==> src/sv/rbst_pkg.sv <==
// ---------------------------------------------------------------------------
// rbst_pkg
// Shared widths and constants for the ray versus box slab test.
// ---------------------------------------------------------------------------
`default_nettype none
package rbst_pkg;
  localparam int unsigned Q_W        = 32;  // Q16.16 value
  localparam int unsigned DIST_W     = 33;  // plane distance, Q17.16
  localparam int unsigned FRAC_W     = 16;
  localparam int unsigned AXES       = 3;
  localparam int unsigned STEP_BITS  = 4;   // quotient bits per divider stage
  localparam int unsigned DIV_STEPS  = Q_W / STEP_BITS;
  localparam int unsigned DIV_LAT    = DIV_STEPS + 3;
  localparam logic signed [Q_W-1:0] Q_MAX = {1'b0, {(Q_W-1){1'b1}}};
  localparam logic signed [Q_W-1:0] Q_MIN = {1'b1, {(Q_W-1){1'b0}}};
endpackage
`default_nettype wire

==> src/sv/rbst_div.sv <==
// ---------------------------------------------------------------------------
// rbst_div
// Pipelined saturating signed divide: (span * 2^16) / dir, truncated toward
// zero and clamped to Q16.16. Fixed latency, one beat per cycle.
// ---------------------------------------------------------------------------
`default_nettype none
module rbst_div (
  input  wire logic                             clk,
  input  wire logic signed [rbst_pkg::DIST_W-1:0] span,
  input  wire logic signed [rbst_pkg::Q_W-1:0]    dir,
  output logic signed [rbst_pkg::Q_W-1:0]         quot
);
  localparam int unsigned QW = rbst_pkg::Q_W;
  localparam int unsigned DW = rbst_pkg::DIST_W;
  localparam int unsigned FW = rbst_pkg::FRAC_W;
  localparam int unsigned NS = rbst_pkg::DIV_STEPS;
  localparam int unsigned SB = rbst_pkg::STEP_BITS;

  // magnitudes and result sign
  logic [DW-1:0] n_mag_r;
  logic [QW-1:0] d_mag_r;
  logic          neg_a_r;

  always_ff @(posedge clk) begin
    n_mag_r <= span[DW-1] ? DW'(-span) : DW'(span);
    d_mag_r <= dir[QW-1] ? QW'(-dir) : QW'(dir);
    neg_a_r <= span[DW-1] ^ dir[QW-1];
  end

  // overflow check and initial partial remainder
  logic [QW-1:0] rem_r [NS+1];
  logic [QW-1:0] num_r [NS+1];
  logic [QW-1:0] q_r   [NS+1];
  logic [QW-1:0] d_r   [NS+1];
  logic          neg_r [NS+1];
  logic          big_r [NS+1];

  always_ff @(posedge clk) begin
    big_r[0] <= {{(QW+FW-DW){1'b0}}, n_mag_r} >= {d_mag_r, {FW{1'b0}}};
    rem_r[0] <= QW'(n_mag_r[DW-1:FW]);
    num_r[0] <= {n_mag_r[FW-1:0], {(QW-FW){1'b0}}};
    q_r[0]   <= '0;
    d_r[0]   <= d_mag_r;
    neg_r[0] <= neg_a_r;
  end

  // restoring division, a few quotient bits per stage
  for (genvar s = 0; s < NS; s++) begin : g_step
    logic [QW-1:0] rem_nxt, num_nxt, q_nxt;
    always_comb begin
      logic [QW:0] r_w;
      rem_nxt = rem_r[s];
      num_nxt = num_r[s];
      q_nxt   = q_r[s];
      for (int b = 0; b < SB; b++) begin
        r_w     = {rem_nxt, num_nxt[QW-1]};
        num_nxt = {num_nxt[QW-2:0], 1'b0};
        if (r_w >= {1'b0, d_r[s]}) begin
          r_w   = r_w - {1'b0, d_r[s]};
          q_nxt = {q_nxt[QW-2:0], 1'b1};
        end else begin
          q_nxt = {q_nxt[QW-2:0], 1'b0};
        end
        rem_nxt = r_w[QW-1:0];
      end
    end
    always_ff @(posedge clk) begin
      rem_r[s+1] <= rem_nxt;
      num_r[s+1] <= num_nxt;
      q_r[s+1]   <= q_nxt;
      d_r[s+1]   <= d_r[s];
      neg_r[s+1] <= neg_r[s];
      big_r[s+1] <= big_r[s];
    end
  end

  // sign and saturation
  logic signed [QW-1:0] quot_r;
  always_ff @(posedge clk) begin
    if (neg_r[NS]) begin
      if (big_r[NS] || (q_r[NS] > QW'(rbst_pkg::Q_MIN))) quot_r <= rbst_pkg::Q_MIN;
      else quot_r <= QW'(-q_r[NS]);
    end else begin
      if (big_r[NS] || q_r[NS][QW-1]) quot_r <= rbst_pkg::Q_MAX;
      else quot_r <= q_r[NS];
    end
  end

  assign quot = quot_r;
endmodule
`default_nettype wire
==> config.mk <==
export PLATFORM = sky130hd
export DESIGN_NAME = rbst_div
export DESIGN_NICKNAME = d
export VERILOG_FILES = /design/src/sv/rbst_pkg.sv /design/src/sv/rbst_div.sv
export SDC_FILE = /design/constraint.sdc
export NUM_CORES = 2
export LEC_CHECK = 0
export ABC_AREA = 1
export BUFFER_PORTS_ARGS = -buffer_cell sky130_fd_sc_hd__buf_4
export CAP_MARGIN = 20
export CORE_UTILIZATION = 66
export DETAILED_ROUTE_END_ITERATION = 8
export PLACE_DENSITY = 0.92
export SYNTH_ARGS = -nofsm -noshare
export SYNTH_HDL_FRONTEND = slang
export SYNTH_SLANG_ARGS = --single-unit
==> constraint.sdc <==
create_clock -name clk -period 22.8 [get_ports clk]
set_input_delay 6.84 -clock clk [delete_from_list [all_inputs] [get_ports clk]]
set_output_delay 6.84 -clock clk [all_outputs]
set_load 0.01 [all_outputs]
==> impl_results.md <==
- #FFs+latches synth: roughly 800
- Routed wire length: about 350,000 um
- Worst R2R Start: d_r[0][120]
- Hold depth: 0
- # setup viols final: 0
- Non-filler cells in the finished layout: between 15,000 and 20,000
- Cell depth of the worst flop-to-flop path: 52
- Initial antenna violation count: 25
- DR WL/cell: 21.54 um
- Chip width: around 370 um
- Most used routing layer: met2
- Fin. max-slew vios: 0
- Share of the synthesized area in the top cell type: around a fifth
- Synthesized area: 88,710 um2
- Slew @ Worst Pin: 1046 ps
- I/O Pins: 98
- Crit path DAT: roughly 13,000 ps
- Clk_skew: approximately 57 ps
- Synthesis Warnings: 0
- Ys flop type: dfxtp_1
- Post-DP HPWL: around 280,000 um
- Startpoint Class: register
- Layout fillers: around 12,000
- Slack of the critical path: 10,160 ps
- Cts repair resizes: 0
- Layout cells sized above 1: 3.601%
- FF-to-FF End: rem_r[0][154]
- Die footprint: roughly 140,000 um2
- Clock sink count: 797
- Detail Route Antenna Nets: 0
- R2R setup slack: between 10,000 and 15,000 ps
- Worst Hold Path EP: q_r[6][16]
- CTS tree: done
- Core area: 133,500 um2
- DRT iter0 DRCs: about 13,000
- Die Ht: 368.6 um
- Vias: 100,300
- GR Util met1: about 58%
- H-tree Lvls: 3
- Post-Syn Instances: approximately 14,000
- Global Route Usage Sum: around half
- Vias per Instance: just over 6
- Starting density of the core: about two thirds
- Number of port buffers: 97
- Area growth syn-to-layout: 5.529%
- Net Count, Synth: around 16,000
- Crit-path most repeated cell: nand2_1
- DRC viols: 23
- Leading area contributor after synthesis: nand2_1
- Num CTS Buffers: 85
- Max stage delay on crit path: ~690 ps
- Clk_lat worst skew: approximately 750 ps
- Crit Path Max Fanout: between 40 and 50
- Register area share after synthesis: approximately 18%
- Synth cell count leaders: nand2_1, inv_1, nor2_1, a21oi_1, ha_1
- Clock Tree Root: clkbuf_16
- Total of max-cap violations: 0
- First-pass GRT wire length: ~520,000 um
- Fin crit share: a little under three fifths
- Hold Violations, Final: 0
- Max Buffers Root-to-Sink: 3
- Met2 usage: 74.06%
- Leading cell types by total area after synthesis: nand2_1, dfxtp_1, ha_1
- Dpl cells: between 15,000 and 20,000
- RD Place Congestion: roughly 1.2
- Slowest cell on crit path: dfxtp_1
- Max Fclk: 79.12 MHz
- Failing checks: design-rule violations
- CP required: about 23,000 ps
- CP Class: register to register
- Final worst path period need: between 10,000 and 15,000 ps
- Met3 Use GR: around 13%
- Largest net degree at the start of global routing: 56
- Vias in the first global route: 91,910
- Setup crit end kind: register
- EDFF count, synth: 0
- Setup TNS: 0 ps
- CTS clock-pin slew for the worst setup and hold paths: 70 ps
- Critical hold path startpoint: q_r[5][12]
- Synth unique cells: slightly above 70
- # Post-CTS Setup Buffers: 0
- Synth async-reset ratio: 0%
- RSZ-0062 raised after global routing: false
- Min-delay worst type: register to register
- Site Rows: about 130
- DRT Pass-1 Iters: 9
- Hold buffer count at CTS: 0
- Syn Area/Cell: between 6 and 7 um2
- Top-count cell post-synth: nand2_1
- Placement Setup Slack: 10,730 ps
- Final layout net count: between 15,000 and 20,000
- Final global-route overflow total: 0
- Status: finished, violations left
- Max_slew headroom: 30.17%
==> layer usage <==
layer / part of all wire [%] / up-vias
met5: 0.038 / -
met4: 11 / 14
met3: 12 / 1833
met2: 41 / 6441
met1: 36 / 44560
li1: - / 47500
==> layout by cell type, fill, tap and decap left out, types with 12 or more instances in the layout <==
cell type	netlist	routed
o21ai_1	89	89
nand3b_1	54	54
o21a_1	73	73
nor3_1	193	193
nor4_1	73	73
nand4_1	168	168
diode_2	0	12
clkinv_4	0	12
xnor2_1	338	338
inv_2	26	26
inv_1	1694	1694
a21boi_0	48	48
nand3_2	16	16
a21o_1	81	81
nand2_2	27	27
or2_2	97	97
xor2_1	507	507
o211ai_1	41	41
fa_1	20	20
a221oi_1	42	42
dfxtp_1	797	797
o31ai_1	23	23
nand2_1	4416	4416
nor2_1	1167	1167
nand3_1	959	959
a21oi_1	1105	1102
a31oi_1	65	65
nor2_2	16	16
buf_4	40	123
a211oi_1	16	16
clkbuf_16	0	85
o21bai_1	92	92
ha_1	1018	1018
o21ai_0	795	795
==> how the worst max path moves through the flow <==
stage / start / slack, ps / end / cells after the start
CTS: d_r[0][120] / 10680 / rem_r[0][154] / 52
global route: d_r[0][120] / 9260 / rem_r[0][154] / 54
finish: d_r[0][120] / 10160 / rem_r[0][154] / 52
floorplan: span[1] / 14070 / n_mag_r[30] / 13
detailed placement: d_r[0][120] / 10730 / rem_r[0][152] / 53
global placement: d_r[0][124] / 10790 / rem_r[0][152] / 51
==> area by class of cell <==
cell class / count / area, um2 / area share [%]
diodes: 12 / 30.03 / 0.03208
well taps: 1768 / 2212 / 2.363
inverters: 1726 / 6491 / 6.934
repair buffers: 123 / 923.4 / 0.9863
clock buffers: 107 / 2320 / 2.478
multi-input cells: 11670 / 65000 / 69.43
flip-flops and latches: 797 / 15960 / 17.04
clock inverters: 50 / 689.4 / 0.7364
==> logic make-up (layout without fill, tap and decap cells) <==
logic type | Yosys count | count (layout) | synth area share (%)
buf+inv | 1958 | 2006 | 8.761
other cells | 0 | 12 | 0
flops | 797 | 797 | 17.99
xor+xnor | 845 | 845 | 8.342
simple gates | 7245 | 7245 | 34.14
compound gates | 2538 | 2538 | 15.96
fa+ha+maj | 1038 | 1038 | 14.81
==> flip-flops by register name, summed over array words and instances (netlist names) <==
register	count
big_r	9
d_mag_r	32
d_r	256
n_mag_r	33
neg_a_r	1
neg_r	9
num_r	40
q_r	144
quot	32
rem_r	241
==> metrics by stage <==
step | hold WS (ps) | area, um2 | utilization [%]
2_1_floorplan | 309.6 | 88710 | -
3_3_place_gp | 309.6 | 90580 | 67.87
3_5_place_dp | 312.1 | 90580 | 67.87
4_1_cts | 305.8 | 93590 | 70.13
5_1_grt | 307.6 | 93600 | 70.13
6_report | 295.3 | 93620 | 70.15
==> critical path: cells and delay by family, from the launching register on <==
| family | cells | cell delay [ps] |
|---|---|---|
| buffers and inverters | 9 | 2540 |
| and+or+nand+nor | 23 | 3690 |
| DFF | 1 | 690 |
| AOI/OAI and AO/OA | 16 | 3850 |
| adders and majority gates | 4 | 1670 |
Power is not shown: default switching activity piles up to over one toggle a cycle in this logic, so the estimate is an artifact.
